===== src/design/spoac_pkg.sv =====
package spoac_pkg;

   localparam int SAMPLE_W = 16;
   localparam int SCALED_W = 14;
   localparam int CFG_W    = 13;
   localparam int SUM_W    = 17;
   localparam int OFFS_W   = 8;
   localparam int CSR_IDX_W  = 8;
   localparam int CSR_DATA_W = 16;

   localparam logic [CFG_W-1:0] G_LEVEL_RESET = 13'd4096;
   localparam logic [CFG_W-1:0] WINDOW_RESET  = 13'd1000;

   localparam logic [CSR_IDX_W-1:0] CSR_G_LEVEL = 8'd0;
   localparam logic [CSR_IDX_W-1:0] CSR_WINDOW  = 8'd1;

   typedef enum logic [2:0] {
      POS_FRONT = 3'd0,
      POS_BACK  = 3'd1,
      POS_UP    = 3'd2,
      POS_DOWN  = 3'd3,
      POS_RIGHT = 3'd4,
      POS_LEFT  = 3'd5
   } pos_type;

   typedef struct packed {
      pos_type pos;
      logic    load;
      logic    advance;
      logic    finish;
   } dp_cmd_type;

   typedef struct packed {
      logic qualify;
   } dp_sts_type;

endpackage


===== src/design/spoac_ctrl.sv =====
module spoac_ctrl (
   input  logic                  clock,
   input  logic                  reset,
   input  logic                  req_tvalid,
   output logic                  req_tready,
   output logic                  rsp_tvalid,
   input  logic                  rsp_tready,
   output spoac_pkg::dp_cmd_type cmd,
   input  spoac_pkg::dp_sts_type sts
);
   import spoac_pkg::*;

   pos_type state_ff, state_in;
   logic    rsp_valid_ff, rsp_valid_in;
   logic    load;

   always_ff @(posedge clock) begin
      if (reset) begin
         state_ff     <= POS_FRONT;
         rsp_valid_ff <= 1'b0;
      end else begin
         state_ff     <= state_in;
         rsp_valid_ff <= rsp_valid_in;
      end
   end

   // take an item whenever the result register is empty or draining
   assign req_tready = !rsp_valid_ff || rsp_tready;
   assign rsp_tvalid = rsp_valid_ff;
   assign load       = req_tvalid && req_tready;

   always_comb begin
      state_in     = state_ff;
      rsp_valid_in = rsp_valid_ff;
      cmd.pos      = state_ff;
      cmd.load     = load;
      cmd.advance  = load && sts.qualify;
      cmd.finish   = load && sts.qualify && (state_ff == POS_LEFT);

      if (load) begin
         rsp_valid_in = 1'b1;
      end else if (rsp_tready) begin
         rsp_valid_in = 1'b0;
      end

      if (cmd.advance) begin
         case (state_ff)
            POS_FRONT: state_in = POS_BACK;
            POS_BACK:  state_in = POS_UP;
            POS_UP:    state_in = POS_DOWN;
            POS_DOWN:  state_in = POS_RIGHT;
            POS_RIGHT: state_in = POS_LEFT;
            POS_LEFT:  state_in = POS_FRONT;
            default:   state_in = POS_FRONT;
         endcase
      end
   end

`ifndef SYNTHESIS
   a_finish_restarts: assert property (@(posedge clock) disable iff (reset)
      cmd.finish |=> state_ff == POS_FRONT)
      else $error("orientation did not restart after the last position");

   a_reject_holds: assert property (@(posedge clock) disable iff (reset)
      (cmd.load && !sts.qualify) |=> state_ff == $past(state_ff))
      else $error("rejected item moved the orientation");
`endif

endmodule


===== src/design/spoac_dp.sv =====
module spoac_dp (
   input  logic                                   clock,
   input  logic                                   reset,
   input  logic                                   csr_valid,
   input  logic [spoac_pkg::CSR_IDX_W-1:0]        csr_index,
   input  logic [spoac_pkg::CSR_DATA_W-1:0]       csr_wdata,
   input  logic signed [spoac_pkg::SAMPLE_W-1:0]  x_sample,
   input  logic signed [spoac_pkg::SAMPLE_W-1:0]  y_sample,
   input  logic signed [spoac_pkg::SAMPLE_W-1:0]  z_sample,
   input  spoac_pkg::dp_cmd_type                  cmd,
   output spoac_pkg::dp_sts_type                  sts,
   output logic                                   accepted,
   output logic [2:0]                             position,
   output logic                                   done_res,
   output logic signed [spoac_pkg::OFFS_W-1:0]    x_offset,
   output logic signed [spoac_pkg::OFFS_W-1:0]    y_offset,
   output logic signed [spoac_pkg::OFFS_W-1:0]    z_offset
);
   import spoac_pkg::*;

   localparam int CMP_W = SCALED_W + 1;
   localparam int NEG_W = SUM_W + 1;

   logic [CFG_W-1:0] g_ff, w_ff;
   logic signed [SUM_W-1:0] x_sum_ff, y_sum_ff, z_sum_ff;
   logic signed [SUM_W-1:0] x_sum_in, y_sum_in, z_sum_in;
   logic signed [SUM_W-1:0] x_fin_ff, y_fin_ff, z_fin_ff;
   logic signed [SUM_W-1:0] x_fin_in, y_fin_in, z_fin_in;
   logic       accepted_ff;
   logic [2:0] pos_ff;
   logic       done_ff;

   logic signed [CMP_W-1:0] xs, ys, zs, g_p, g_n, w_p, w_n;
   logic x_band, y_band, z_band;
   logic add_x, add_y, add_z;
   logic signed [SUM_W-1:0] x_add, y_add, z_add;

   // divide by 4 toward zero: bias negatives by 3 before the shift
   function automatic logic signed [CMP_W-1:0] scale(input logic signed [SAMPLE_W-1:0] s);
      logic signed [SAMPLE_W:0] adj;
      adj = {s[SAMPLE_W-1], s} + ((s[SAMPLE_W-1]) ? 17'sd3 : 17'sd0);
      return CMP_W'(adj >>> 2);
   endfunction

   // negate, then divide by 32 toward zero, keep the low byte
   function automatic logic [OFFS_W-1:0] offs(input logic signed [SUM_W-1:0] s);
      logic signed [NEG_W-1:0] n;
      logic signed [NEG_W-1:0] adj;
      n   = -NEG_W'(s);
      adj = n + ((n[NEG_W-1]) ? NEG_W'(31) : NEG_W'(0));
      return OFFS_W'(adj >>> 5);
   endfunction

   always_ff @(posedge clock) begin
      if (reset) begin
         g_ff <= G_LEVEL_RESET;
         w_ff <= WINDOW_RESET;
      end else if (csr_valid) begin
         if (csr_index == CSR_G_LEVEL) begin
            g_ff <= csr_wdata[CFG_W-1:0];
         end else if (csr_index == CSR_WINDOW) begin
            w_ff <= csr_wdata[CFG_W-1:0];
         end
      end
   end

   assign xs  = scale(x_sample);
   assign ys  = scale(y_sample);
   assign zs  = scale(z_sample);
   assign g_p = CMP_W'({2'b00, g_ff});
   assign g_n = -g_p;
   assign w_p = CMP_W'({2'b00, w_ff});
   assign w_n = -w_p;

   assign x_band = (xs > w_n) && (xs < w_p);
   assign y_band = (ys > w_n) && (ys < w_p);
   assign z_band = (zs > w_n) && (zs < w_p);

   always_comb begin
      sts.qualify = 1'b0;
      add_x = 1'b0;
      add_y = 1'b0;
      add_z = 1'b0;
      case (cmd.pos)
         POS_FRONT: begin
            sts.qualify = (zs > g_p) && x_band && y_band;
            add_x = 1'b1;
            add_y = 1'b1;
         end
         POS_BACK: begin
            sts.qualify = (zs < g_n) && x_band && y_band;
            add_x = 1'b1;
            add_y = 1'b1;
         end
         POS_UP: begin
            sts.qualify = (ys < g_n) && x_band && z_band;
            add_x = 1'b1;
            add_z = 1'b1;
         end
         POS_DOWN: begin
            sts.qualify = (ys > g_p) && x_band && z_band;
            add_x = 1'b1;
            add_z = 1'b1;
         end
         POS_RIGHT: begin
            sts.qualify = (xs > g_p) && y_band && z_band;
            add_y = 1'b1;
            add_z = 1'b1;
         end
         POS_LEFT: begin
            sts.qualify = (xs < g_n) && y_band && z_band;
            add_y = 1'b1;
            add_z = 1'b1;
         end
         default: begin
            sts.qualify = 1'b0;
         end
      endcase
   end

   assign x_add = x_sum_ff + (add_x ? SUM_W'(xs) : '0);
   assign y_add = y_sum_ff + (add_y ? SUM_W'(ys) : '0);
   assign z_add = z_sum_ff + (add_z ? SUM_W'(zs) : '0);

   always_comb begin
      x_sum_in = x_sum_ff;
      y_sum_in = y_sum_ff;
      z_sum_in = z_sum_ff;
      x_fin_in = x_fin_ff;
      y_fin_in = y_fin_ff;
      z_fin_in = z_fin_ff;
      if (cmd.finish) begin
         x_sum_in = '0;
         y_sum_in = '0;
         z_sum_in = '0;
      end else if (cmd.advance) begin
         x_sum_in = x_add;
         y_sum_in = y_add;
         z_sum_in = z_add;
      end
      // a zero sum gives a zero offset byte on items that do not finish
      if (cmd.load) begin
         x_fin_in = cmd.finish ? x_add : '0;
         y_fin_in = cmd.finish ? y_add : '0;
         z_fin_in = cmd.finish ? z_add : '0;
      end
   end

   always_ff @(posedge clock) begin
      if (reset) begin
         x_sum_ff <= '0;
         y_sum_ff <= '0;
         z_sum_ff <= '0;
      end else begin
         x_sum_ff <= x_sum_in;
         y_sum_ff <= y_sum_in;
         z_sum_ff <= z_sum_in;
      end
   end

   always_ff @(posedge clock) begin
      x_fin_ff <= x_fin_in;
      y_fin_ff <= y_fin_in;
      z_fin_ff <= z_fin_in;
      if (cmd.load) begin
         accepted_ff <= sts.qualify;
         pos_ff      <= cmd.pos;
         done_ff     <= cmd.finish;
      end
   end

   assign accepted = accepted_ff;
   assign position = pos_ff;
   assign done_res = done_ff;
   assign x_offset = offs(x_fin_ff);
   assign y_offset = offs(y_fin_ff);
   assign z_offset = offs(z_fin_ff);

endmodule


===== src/design/six_position_accel_offset_calibrator.sv =====
// Six-position accelerometer offset calibrator.
//
// req_ channel: one raw X/Y/Z sample per item (14-bit readings left-justified
// in 16 bits). rsp_ channel: one result per item telling whether the sample
// qualified for the expected orientation (front, back, up, down, right, left),
// the orientation it was tested against, and on the item that completes the
// left orientation the three offset register bytes.
// csr_ channel: register writes, index 0 one-g threshold, index 1 window;
// always ready, to be used only while no item is in flight.
//
// rsp_tvalid rises in the cycle after req acceptance; throughput is one item
// per cycle while rsp_tready is high, set by the compare and sum update in the
// datapath. The result register is the only buffer: while rsp_tvalid is high
// and rsp_tready is low, the result holds and req_tready drops.
//
// Reset (synchronous): orientation returns to front, the sums clear,
// the one-g threshold returns to 4096 and window to 1000.
module six_position_accel_offset_calibrator (
   input  logic        clock,
   input  logic        reset,
   input  logic        req_tvalid,
   output logic        req_tready,
   // [15:0] x_sample, [31:16] y_sample, [47:32] z_sample
   input  logic [47:0] req_tdata,
   output logic        rsp_tvalid,
   input  logic        rsp_tready,
   // [0] accepted, [3:1] position, [4] done_res, [12:5] x_offset,
   // [20:13] y_offset, [28:21] z_offset, [31:29] zero
   output logic [31:0] rsp_tdata,
   input  logic        csr_valid,
   output logic        csr_ready,
   input  logic [spoac_pkg::CSR_IDX_W-1:0]  csr_index,
   input  logic [spoac_pkg::CSR_DATA_W-1:0] csr_wdata
);
   import spoac_pkg::*;

   dp_cmd_type cmd;
   dp_sts_type sts;
   logic       accepted;
   logic [2:0] position;
   logic       done_res;
   logic signed [OFFS_W-1:0] x_offset, y_offset, z_offset;

   assign csr_ready = 1'b1;

   spoac_ctrl u_ctrl (
      .clock      (clock),
      .reset      (reset),
      .req_tvalid (req_tvalid),
      .req_tready (req_tready),
      .rsp_tvalid (rsp_tvalid),
      .rsp_tready (rsp_tready),
      .cmd        (cmd),
      .sts        (sts)
   );

   spoac_dp u_dp (
      .clock     (clock),
      .reset     (reset),
      .csr_valid (csr_valid && csr_ready),
      .csr_index (csr_index),
      .csr_wdata (csr_wdata),
      .x_sample  (req_tdata[15:0]),
      .y_sample  (req_tdata[31:16]),
      .z_sample  (req_tdata[47:32]),
      .cmd       (cmd),
      .sts       (sts),
      .accepted  (accepted),
      .position  (position),
      .done_res  (done_res),
      .x_offset  (x_offset),
      .y_offset  (y_offset),
      .z_offset  (z_offset)
   );

   assign rsp_tdata = {3'b000, z_offset, y_offset, x_offset, done_res, position, accepted};

`ifndef SYNTHESIS
   a_done_on_left: assert property (@(posedge clock) disable iff (reset)
      (rsp_tvalid && done_res) |-> (accepted && position == POS_LEFT))
      else $error("done flagged outside a qualified left-orientation item");

   a_offsets_zero: assert property (@(posedge clock) disable iff (reset)
      (rsp_tvalid && !done_res) |-> (x_offset == '0 && y_offset == '0 && z_offset == '0))
      else $error("offset bytes nonzero on an item that did not finish");
`endif

endmodule

===== config.mk =====
export PLATFORM = sky130hd
export DESIGN_NAME = six_position_accel_offset_calibrator
export DESIGN_NICKNAME = d
export VERILOG_FILES = /design/src/design/spoac_pkg.sv /design/src/design/spoac_ctrl.sv /design/src/design/spoac_dp.sv /design/src/design/six_position_accel_offset_calibrator.sv
export SDC_FILE = /design/constraint.sdc
export NUM_CORES = 1
export LEC_CHECK = 0
export BUFFER_PORTS_ARGS = -buffer_cell sky130_fd_sc_hd__buf_4
export CAP_MARGIN = 20
export CELL_PAD_IN_SITES_DETAIL_PLACEMENT = 0
export CELL_PAD_IN_SITES_GLOBAL_PLACEMENT = 1
export CORE_MARGIN = 2
export CORE_UTILIZATION = 50
export CTS_CLUSTER_SIZE = 40
export DETAILED_ROUTE_END_ITERATION = 8
export PLACE_DENSITY = 0.95
export SLEW_MARGIN = 20
export SYNTH_ARGS = -nofsm -noshare
export SYNTH_HDL_FRONTEND = slang
export SYNTH_SLANG_ARGS = --single-unit

===== constraint.sdc =====
create_clock -name clock -period 12.9 [get_ports clock]
set_clock_uncertainty 0.2 [all_clocks]
set_input_delay 1.935 -clock clock [delete_from_list [all_inputs] [get_ports clock]]
set_output_delay 1.935 -clock clock [all_outputs]
set_load 0.02 [all_outputs]

==> results.json, run 1 <==
{
  "async_flop_share_pct": 0,
  "final_cell_area_um2": 15200,
  "synthTopCellsByCount": "ha_1 (230), nor2_1 (156), a21oi_1 (126)",
  "clockRootBuffer": "clkbuf_16",
  "pin_count": 112,
  "diodes": 0,
  "slew_headroom_pct": 30.2,
  "rows": 60,
  "hold_viol_final": 0,
  "p_seq_share_pct": 36.2,
  "min_period_ns": 7.52,
  "grt_pass1_vias": 11264,
  "cts_hold_buffers": 0,
  "cp.arrival_ns": 7.48,
  "track_usage_pct": 26.0,
  "cts_max_path_buffers": 2,
  "post_cts_buffers": 0,
  "ant_nets": 0,
  "synth.mux.area_fraction_pct": 1.85,
  "synth_compound_area_share_pct": 15.9,
  "area_delta_synth_final_pct": 11.8,
  "clk_latency_ns": 0.44,
  "placed_area_um2": 14600,
  "power_frac_clock_pct": 40.8,
  "power.leakage_nw": 6.37,
  "power.switching_mw": 0.414,
  "tns_ns": 0,
  "drive_gt1_share_pct": 10.0,
  "dieArea_um2": 28600,
  "syn_area_um2": 13600,
  "yosysUniqueCellTypes": 83,
  "cts_tree": "yes",
  "fillers": 2404,
  "fin_nets": 1995,
  "place_ws_ns": 5.04,
  "critPathKind": "input pin to flip-flop",
  "synth_top_area_share_pct": 21.1,
  "start_util_pct": 50.7,
  "synthAdderAreaFrac_pct": 21.9,
  "synth_edf_count": 56,
  "dr.first_iter.drc_count": 953,
  "fmax_mhz": 133,
  "syn_avg_cell_area_um2": 8.50,
  "die_h_um": 169,
  "ys_ff_latch": 137,
  "io_buffer_count": 104,
  "cts_sinks": 137,
  "die_w_um": 169,
  "htreeDepth": 4,
  "grt_pass1_wl_um": 59000,
  "synthTopCellsByArea": "ha_1 (21%), edfxtp_1 (12%), dfxtp_1 (12%), xnor2_1 (5.9%), a21oi_1 (4.6%)",
  "power_density_nw_per_um2": 85.1,
  "finalSetupViolCount": 0,
  "outcome": "completed",
  "maxCapViolCount": 0,
  "synth_cells": 1602,
  "coreArea_um2": 26900,
  "hpwl_um": 28400,
  "endpoint_kind": "flip-flop",
  "finalMaxSlewViolations": 0,
  "hp-class": "flip-flop to flip-flop",
  "ys.warnings.count": 0,
  "synth_xor_xnor_area_share_pct": 9.45,
  "cts_buffers": 17,
  "irDropWorstVdd_uv": 78.0,
  "critPathRequiredTime_ns": 12.85,
  "grt_start_max_net_pins": 106,
  "synth_top_flop_cell": "dfxtp_1",
  "synth_top_family_by_area": "simple AND/OR/NAND/NOR gates",
  "grt_overflow": 0,
  "post-route-drc-count": 0,
  "period_share_pct": 58.3,
  "p_int_mw": 0.880,
  "post_synth_and_or_nand_nor_area_fraction_pct": 22.1,
  "antenna_found_initial": 0,
  "place.gp.congestion": 0.997,
  "timing.critical_path.from_type": "input pin",
  "cts_resized": 0,
  "firstDrtPassIters": 6,
  "synth.most_common_cell": "ha_1",
  "clkTransAtPathRegs_ns": 0.06,
  "synth_area_leader_cell": "ha_1",
  "switching_share_pct": 32.0,
  "wl_um": 37300,
  "rsz0062_at_grt": "false",
  "crit_fanout": 105,
  "vias": 12164,
  "via_per_inst": 5.97,
  "routedWlPerCell_um": 18.3,
  "tightest_slew_ns": 1.02,
  "yosysSeqAreaShare_pct": 24.3,
  "fin_ws_ns": 5.38,
  "p_comb_share_pct": 23.0
}
==> flip-flops by register name, summed over array words and instances, names as in the netlist, 3 cells and up <==
| signal | cells |
|---|---|
| u_ctrl.state_ff | 3 |
| u_dp.x_sum_ff | 17 |
| u_dp.x_fin_ff | 17 |
| u_dp.z_fin_ff | 17 |
| u_dp.y_fin_ff | 17 |
| u_dp.z_sum_ff | 17 |
| u_dp.g_ff | 13 |
| u_dp.y_sum_ff | 17 |
| u_dp.w_ff | 13 |
| u_dp.position | 3 |
==> layer usage <==
metal  GRT usage [%]  share of wire, %  vias up  routed length (µm)
met2            42.4                46      465               17000
li1                -                 -     5979                   -
met5               0                 0        -                   0
met3            2.90               6.3       95                2340
met1            35.4                45     5625               16600
met4            10.2               3.5        0                1320
==> final cells by class <==
cell class | count | area, µm² | share of cell area [%]
multi-input cells | 1332 | 9710 | 63.8
repair buffers | 111 | 833 | 5.48
flip-flops and latches | 137 | 3300 | 21.7
clock inverters | 15 | 199 | 1.31
clock buffers | 17 | 425 | 2.80
well taps | 341 | 427 | 2.80
inverters | 86 | 323 | 2.12
==> cells by family (layout without fill, tap and decap cells) <==
logic type	Yosys count	after routing
buffers and inverters	135	229
XOR/XNOR	147	147
multiplexers	25	25
AND/OR/NAND/NOR	588	588
flip-flops	137	137
AO/OA/AOI/OAI	331	331
adder cells (fa/ha/maj)	237	237
other	2	4
==> power groups by stage <==
stage | Sequential, mW | Combinational, mW | Clock [mW]
2_1_floorplan | 0.477 | 0.199 | 0
3_3_place_gp | 0.477 | 0.284 | 0
3_5_place_dp | 0.478 | 0.291 | 0
4_1_cts | 0.468 | 0.294 | 0.534
5_1_grt | 0.469 | 0.328 | 0.552
6_report | 0.468 | 0.298 | 0.529
==> critical path, cell delays in order <==
cell and delay, ns:
buf_4 0.14, ha_1 0.28, a31oi_2 0.15, nor3b_4 0.35, and3_1 0.32, nand4_1 0.14, xnor2_1 0.73, ha_1 0.41
a211oi_1 0.23, o21ai_0 0.17, nor3_1 0.31, o41ai_2 0.14, a21oi_1 0.26, o32ai_4 0.13, a31oi_4 0.18, buf_4 0.76
or2_1 0.19, buf_4 0.44, nor2_1 0.13
==> worst paths after layout <==
kind	from	end	slack, ns	cells after the start
setup / recovery	req_tdata[31]	u_dp.y_fin_ff[7]	5.38	19
hold / removal	u_dp.y_sum_ff[12]	u_dp.y_sum_ff[12]	0.26	2
setup reg to reg	u_dp.w_ff[2]	u_dp.y_fin_ff[7]	6.76	17
hold reg to reg	u_dp.y_sum_ff[12]	u_dp.y_sum_ff[12]	0.26	2
==> stage by stage <==
| stage | util, % | power (mW) | hold slack, ns | instances |
|---|---|---|---|---|
| floorplan | - | 0.675 | 0.203 | 1604 |
| global placement | 54.3 | 0.762 | 0.243 | 2007 |
| detailed placement | 54.3 | 0.769 | 0.248 | 2007 |
| CTS | 56.6 | 1.30 | 0.259 | 2039 |
| global route | 56.6 | 1.35 | 0.273 | 2039 |
| finish | 56.6 | 1.29 | 0.258 | 2039 |
==> cells in the final DEF, fill, tap and decap left out, drive strengths merged, types with 40 or more instances in the layout <==
cell,n
edfxtp,56
nand2,118
a21oi,126
xor2,56
nor2b,49
ha,230
o21ai,53
buf,111
xnor2,91
inv,95
dfxtp,81
nor2,156
nand3,40
or3,53
Power figures use the tool's default switching activity.
==> run 2: changes to the inputs <==
--- a/config.mk
+++ b/config.mk
@@ -5,15 +5,16 @@
 export SDC_FILE = /design/constraint.sdc
 export NUM_CORES = 1
 export LEC_CHECK = 0
+export ABC_AREA = 1
 export BUFFER_PORTS_ARGS = -buffer_cell sky130_fd_sc_hd__buf_4
 export CAP_MARGIN = 20
 export CELL_PAD_IN_SITES_DETAIL_PLACEMENT = 0
 export CELL_PAD_IN_SITES_GLOBAL_PLACEMENT = 1
 export CORE_MARGIN = 2
-export CORE_UTILIZATION = 50
+export CORE_UTILIZATION = 41
 export CTS_CLUSTER_SIZE = 40
 export DETAILED_ROUTE_END_ITERATION = 8
-export PLACE_DENSITY = 0.95
+export PLACE_DENSITY = 0.87
 export SLEW_MARGIN = 20
 export SYNTH_ARGS = -nofsm -noshare
 export SYNTH_HDL_FRONTEND = slang
==> constraint.sdc (replaced) <==
create_clock -name clock -period 6.3 [get_ports clock]
set_clock_uncertainty 0.2 [all_clocks]
set_input_delay 0.945 -clock clock [delete_from_list [all_inputs] [get_ports clock]]
set_output_delay 0.945 -clock clock [all_outputs]
set_load 0.02 [all_outputs]
==> run 2 against run 1 <==
  * Core utilization is 10 points lower
  * Cell count is 27% higher
  * Critical path depth is 12 higher
  * Global-route usage is 4.0 points lower
  * Non-clock buffer count is 3 higher
  * Via count is 9.3% higher
  * First-iteration DRC count is 15% lower
  * Clock power is 110% higher
  * Largest power group unchanged
  * Highest routed layer unchanged
==> results.json, run 2 <==
{
  "finalMaxSlewViolations": 0,
  "rsz0062_at_grt": "false",
  "pin_count": 112,
  "hp-class": "flip-flop to flip-flop",
  "ff2ff_path_depth": 23,
  "tns_ns": 0,
  "met2_usage_pct": 37.1,
  "synth.most_common_cell": "nand2_1",
  "area_delta_synth_final_pct": 12.0,
  "hold_depth": 2,
  "final_common_cell": "nand2_1",
  "rr_startpoint": "u_dp.w_ff[0]",
  "die_h_um": 193,
  "place.gp.congestion": 0.951,
  "min_period_ns": 5.46,
  "critPathSlowestCell": "buf_4",
  "synth_cells": 2017,
  "crit-reg2reg-capture": "u_dp.x_fin_ff[3]",
  "dp_cells": 2548,
  "antenna_found_initial": 0,
  "layout.cells.non_filler": 2580,
  "endpoint_kind": "flip-flop",
  "cts_buffers": 17,
  "ant_nets": 0,
  "cp.arrival_ns": 5.52,
  "hold_viol_final": 0,
  "critPathKind": "input pin to flip-flop",
  "grt_overflow": 0,
  "firstDrtPassIters": 5,
  "post_cts_buffers": 0,
  "synthTopCellsByCount": "nand2_1 (420), inv_1 (261), ha_1 (230)",
  "syn_avg_cell_area_um2": 7.26,
  "grt_use_met1_pct": 29.1,
  "period_share_pct": 86.6,
  "crit_top_cell": "nor2_1",
  "power_density_nw_per_um2": 158,
  "critPathRequiredTime_ns": 6.36,
  "ys_ff_latch": 137,
  "tightest_slew_ns": 0.978,
  "cts_tree": "yes",
  "dieArea_um2": 37300,
  "worst_hold_path.endpoint": "u_dp.x_sum_ff[5]",
  "routedWlPerCell_um": 15.6,
  "dr.first_iter.drc_count": 813,
  "crit_fanout": 20,
  "fin_nets": 2416,
  "cts_resized": 0,
  "diodes": 0,
  "track_usage_pct": 22.0,
  "die_w_um": 193,
  "fmax_mhz": 183,
  "slew_headroom_pct": 34.6,
  "fillers": 3578,
  "maxCapViolCount": 0,
  "io_buffer_count": 104,
  "cts_sinks": 137,
  "clockRootBuffer": "clkbuf_16",
  "synth_top_flop_cell": "dfxtp_1",
  "grt_use_met3_pct": 3.04,
  "r2r_setup_slack_ns": 1.11,
  "busiest_layer": "met2",
  "wl_um": 40200,
  "synth_area_leader_cell": "ha_1",
  "fin_ws_ns": 0.841,
  "post-route-drc-count": 0,
  "coreArea_um2": 35400,
  "clk_latency_ns": 0.44,
  "cts_max_path_buffers": 2,
  "clkTransAtPathRegs_ns": 0.06,
  "vias": 13291,
  "grt_pass1_wl_um": 64400,
  "timing.critical_path.from_type": "input pin",
  "synth_edf_count": 56,
  "irDropWorstVdd_uv": 150,
  "max_stage_delay_ns": 0.32,
  "grt_pass1_vias": 12597,
  "yosysSeqAreaShare_pct": 22.5,
  "grt_start_max_net_pins": 52,
  "outcome": "completed",
  "synth_top_area_share_pct": 19.6,
  "ys.warnings.count": 0,
  "power.leakage_nw": 7.74,
  "finalSetupViolCount": 0,
  "htreeDepth": 4,
  "rows": 69,
  "syn_area_um2": 14700,
  "timing.hold.ws_ns": 0.272,
  "synthTopCellsByArea": "ha_1 (20%), edfxtp_1 (11%), dfxtp_1 (11%), nand2_1 (11%), inv_1 (6.7%)",
  "cts_hold_buffers": 0,
  "hpwl_um": 32600,
  "final_cell_mix": "nand2_1 (420), inv_1 (261), ha_1 (230)",
  "place_ws_ns": 0.398,
  "hold_path_startpoint": "u_dp.x_sum_ff[5]",
  "start_util_pct": 41.4,
  "drive_gt1_share_pct": 13.4,
  "via_per_inst": 5.15,
  "async_flop_share_pct": 0,
  "yosysUniqueCellTypes": 53
}
[run 2: layout make-up]
class | instances | area (µm²) | area share, %
clock buffers | 20 | 458 | 2.79
multi-input cells | 1572 | 10000 | 61.2
flip-flops and latches | 137 | 3300 | 20.1
well taps | 461 | 577 | 3.51
repair buffers | 114 | 881 | 5.37
inverters | 264 | 991 | 6.04
clock inverters | 12 | 160 | 0.976
[run 2: metrics by stage]
stage	util (%)	total power, mW	instance area, µm²
final	46.4	2.60	16400
after global routing	46.4	2.71	16400
after CTS	46.4	2.62	16400
after detailed placement	44.6	1.52	15800
after global placement	44.6	1.51	15800
after floorplan	-	1.35	14700
[run 2: metal layers]
layer  up-vias  routed length [µm]
li1       6898                   -
met4         0                1130
met5         -                   0
met3        59                1870
met2       271               18600
met1      6063               18700
[run 2: power by group]
part / switching, mW / total [mW] / leakage [nW] / internal [mW]
combinational: 0.344 / 0.554 / 6.21 / 0.210
sequential: 0.0121 / 0.953 / 1.22 / 0.941
clock: 0.438 / 1.09 / 0.305 / 0.654
total: 0.794 / 2.60 / 7.74 / 1.80
[run 2: worst max path at each step]
stage	endpoint	startpoint	cells after the start
2_1_floorplan	u_dp.y_fin_ff[16]	req_tdata[1]	31
3_3_place_gp	u_dp.x_sum_ff[0]	req_tdata[15]	34
3_5_place_dp	u_dp.x_sum_ff[0]	req_tdata[15]	32
4_1_cts	u_dp.x_sum_ff[3]	req_tdata[15]	32
5_1_grt	u_dp.x_sum_ff[3]	req_tdata[15]	33
6_report	u_dp.x_fin_ff[3]	req_tdata[15]	31
[run 2: cell families (layout without fill, tap and decap cells)]
group | count (synthesis) | count (layout) | synth area share, %
adder cells (fa/ha/maj) | 233 | 233 | 20.1
XOR/XNOR | 117 | 117 | 6.99
AO/OA/AOI/OAI | 314 | 314 | 13.2
flip-flops | 137 | 137 | 22.5
buffers and inverters | 310 | 410 | 9.04
other | 2 | 4 | 0.0513
AND/OR/NAND/NOR | 904 | 904 | 28.1
[run 2: worst max-delay path: cells and delay by family]
family / cells / cell delay (ns)
and+or+nand+nor: 19 / 2.33
buffers and inverters: 7 / 0.95
xor gates and xnor gates: 1 / 0.22
adders and majority gates: 2 / 0.59
AOI/OAI and AO/OA: 2 / 0.46
==> run 3: changes to the inputs <==
--- a/config.mk
+++ b/config.mk
@@ -14,6 +14,7 @@
 export CORE_UTILIZATION = 41
 export CTS_CLUSTER_SIZE = 40
 export DETAILED_ROUTE_END_ITERATION = 8
+export MAX_ROUTING_LAYER = met4
 export PLACE_DENSITY = 0.87
 export SLEW_MARGIN = 20
 export SYNTH_ARGS = -nofsm -noshare
==> run 3 against run 2 <==
  * Critical path depth down 1
  * Die area unchanged
  * Cell area down 0.45%
  * Sequential share of layout area up 0.091 points
  * Sequential power about the same
  * Largest power group is now sequential cells
  * Cell count about the same
  * Highest routed layer unchanged
  * Critical endpoint is now u_dp.z_fin_ff[12]
  * Combinational power about the same
  * Routed wire length up 0.25%
==> results.json, run 3 (synthesis results as in run 2) <==
{
  "post-route-drc-count": 0,
  "post_cts_buffers": 0,
  "dr.first_iter.drc_count": 903,
  "grt_overflow": 0,
  "clockRootBuffer": "clkbuf_16",
  "firstDrtPassIters": 5,
  "place.gp.congestion": 0.959,
  "ff2ff_path_depth": 24,
  "grt_pass1_wl_um": 63300,
  "clkTransAtPathRegs_ns": 0.07,
  "htreeDepth": 4,
  "die_h_um": 193,
  "via_per_inst": 5.13,
  "rr_startpoint": "u_dp.w_ff[1]",
  "hold_viol_final": 0,
  "final_common_cell": "nand2_1",
  "cp.arrival_ns": 5.51,
  "final_cell_area_um2": 16300,
  "routedWlPerCell_um": 15.6,
  "hp-class": "flip-flop to flip-flop",
  "timing.hold.ws_ns": 0.274,
  "start_util_pct": 41.4,
  "rows": 69,
  "max_stage_delay_ns": 0.41,
  "power_density_nw_per_um2": 151,
  "maxCapViolCount": 0,
  "cts_buffers": 17,
  "endpoint_kind": "flip-flop",
  "hold_path_startpoint": "u_dp.y_sum_ff[6]",
  "diodes": 0,
  "fillers": 3576,
  "critPathSlowestCell": "buf_4",
  "track_usage_pct": 22.5,
  "fin_nets": 2418,
  "grt_pass1_vias": 12559,
  "rsz0062_at_grt": "false",
  "critPathKind": "input pin to flip-flop",
  "timing.critical_path.from_type": "input pin",
  "dieArea_um2": 37300,
  "area_delta_synth_final_pct": 11.5,
  "finalMaxSlewViolations": 0,
  "cts_tree": "yes",
  "worst_hold_path.endpoint": "u_dp.y_sum_ff[6]",
  "place_ws_ns": 0.488,
  "cts_hold_buffers": 0,
  "r2r_setup_slack_ns": 1.02,
  "slew_headroom_pct": 34.8,
  "placed_area_um2": 15800,
  "die_w_um": 193,
  "hold_depth": 2,
  "outcome": "completed",
  "irDropWorstVdd_uv": 194,
  "cts_sinks": 137,
  "period_share_pct": 86.0,
  "pin_count": 112,
  "ant_nets": 0,
  "fmax_mhz": 185,
  "io_buffer_count": 104,
  "fin_ws_ns": 0.883,
  "crit_fanout": 28,
  "finalSetupViolCount": 0,
  "clk_latency_ns": 0.45,
  "min_period_ns": 5.42,
  "coreArea_um2": 35400,
  "cts_max_path_buffers": 2,
  "tns_ns": 0,
  "grt_start_max_net_pins": 52,
  "tightest_slew_ns": 0.975,
  "drive_gt1_share_pct": 13.5,
  "final_cell_mix": "nand2_1 (420), inv_1 (261), ha_1 (230)",
  "power.leakage_nw": 7.70,
  "crit-reg2reg-capture": "u_dp.z_fin_ff[12]",
  "cts_resized": 0,
  "wl_um": 40300,
  "vias": 13238,
  "antenna_found_initial": 0,
  "hpwl_um": 32700,
  "critPathRequiredTime_ns": 6.39,
  "crit_top_cell": "nand2_1"
}
run 3: changes by cell type in the layout (fill, tap and decap cells not counted), moves of 2 or more:
cell | before | now
clkinv_4 | 1 | 3
clkinvlp_4 | 0 | 2
clkinv_2 | 1 | 5
bufinv_16 | 3 | 1
buf_4 | 112 | 115
inv_6 | 4 | 1
run 3: layout make-up:
cell class | instances | area [µm²] | area share [%]
multi-input cells | 1572 | 10000 | 61.5
flip-flops and latches | 137 | 3300 | 20.2
inverters | 264 | 991 | 6.07
repair buffers | 116 | 883 | 5.41
well taps | 461 | 577 | 3.53
clock buffers | 20 | 437 | 2.67
clock inverters | 12 | 105 | 0.643
run 3: worst max path at each step:
stage                       start                end  slack, ns  depth (start not counted)
finish              req_tdata[31]  u_dp.z_fin_ff[12]       0.88                         30
global route        req_tdata[15]  u_dp.z_fin_ff[12]       0.28                         32
CTS                 req_tdata[15]  u_dp.z_fin_ff[12]       0.92                         31
detailed placement  req_tdata[15]  u_dp.z_fin_ff[11]       0.49                         31
global placement    req_tdata[31]  u_dp.z_fin_ff[11]       0.57                         30
floorplan            req_tdata[1]  u_dp.y_fin_ff[16]       1.48                         31
run 3: per-layer routing:
metal / global-route usage (%) / vias to the layer above / part of all wire (%)
li1: - / 6889 / -
met1: 28.5 / 6009 / 46
met2: 37.1 / 277 / 47
met3: 3.31 / 63 / 4.6
met4: 6.67 / 0 / 2.3
met5: - / - / 0
run 3: power breakdown:
group          internal [mW]  switching [mW]
logic                  0.210           0.344
clock network          0.541           0.413
registers              0.941          0.0122
total                   1.69           0.770
run 3: worst max-delay path, delay by kind of cell:
family	cells	cell delay, ns
and+or+nand+nor	20	2.62
AOI/OAI and AO/OA	4	0.78
buffers and inverters	4	0.65
adders and majority gates	2	0.49
run 3: through the flow:
stage          power [mW]  std cells  util [%]
2_1_floorplan        1.35       2019         -
3_3_place_gp         1.51       2550      44.6
3_5_place_dp         1.52       2550      44.6
4_1_cts              2.48       2582      46.2
5_1_grt              2.58       2582      46.2
6_report             2.46       2582      46.2
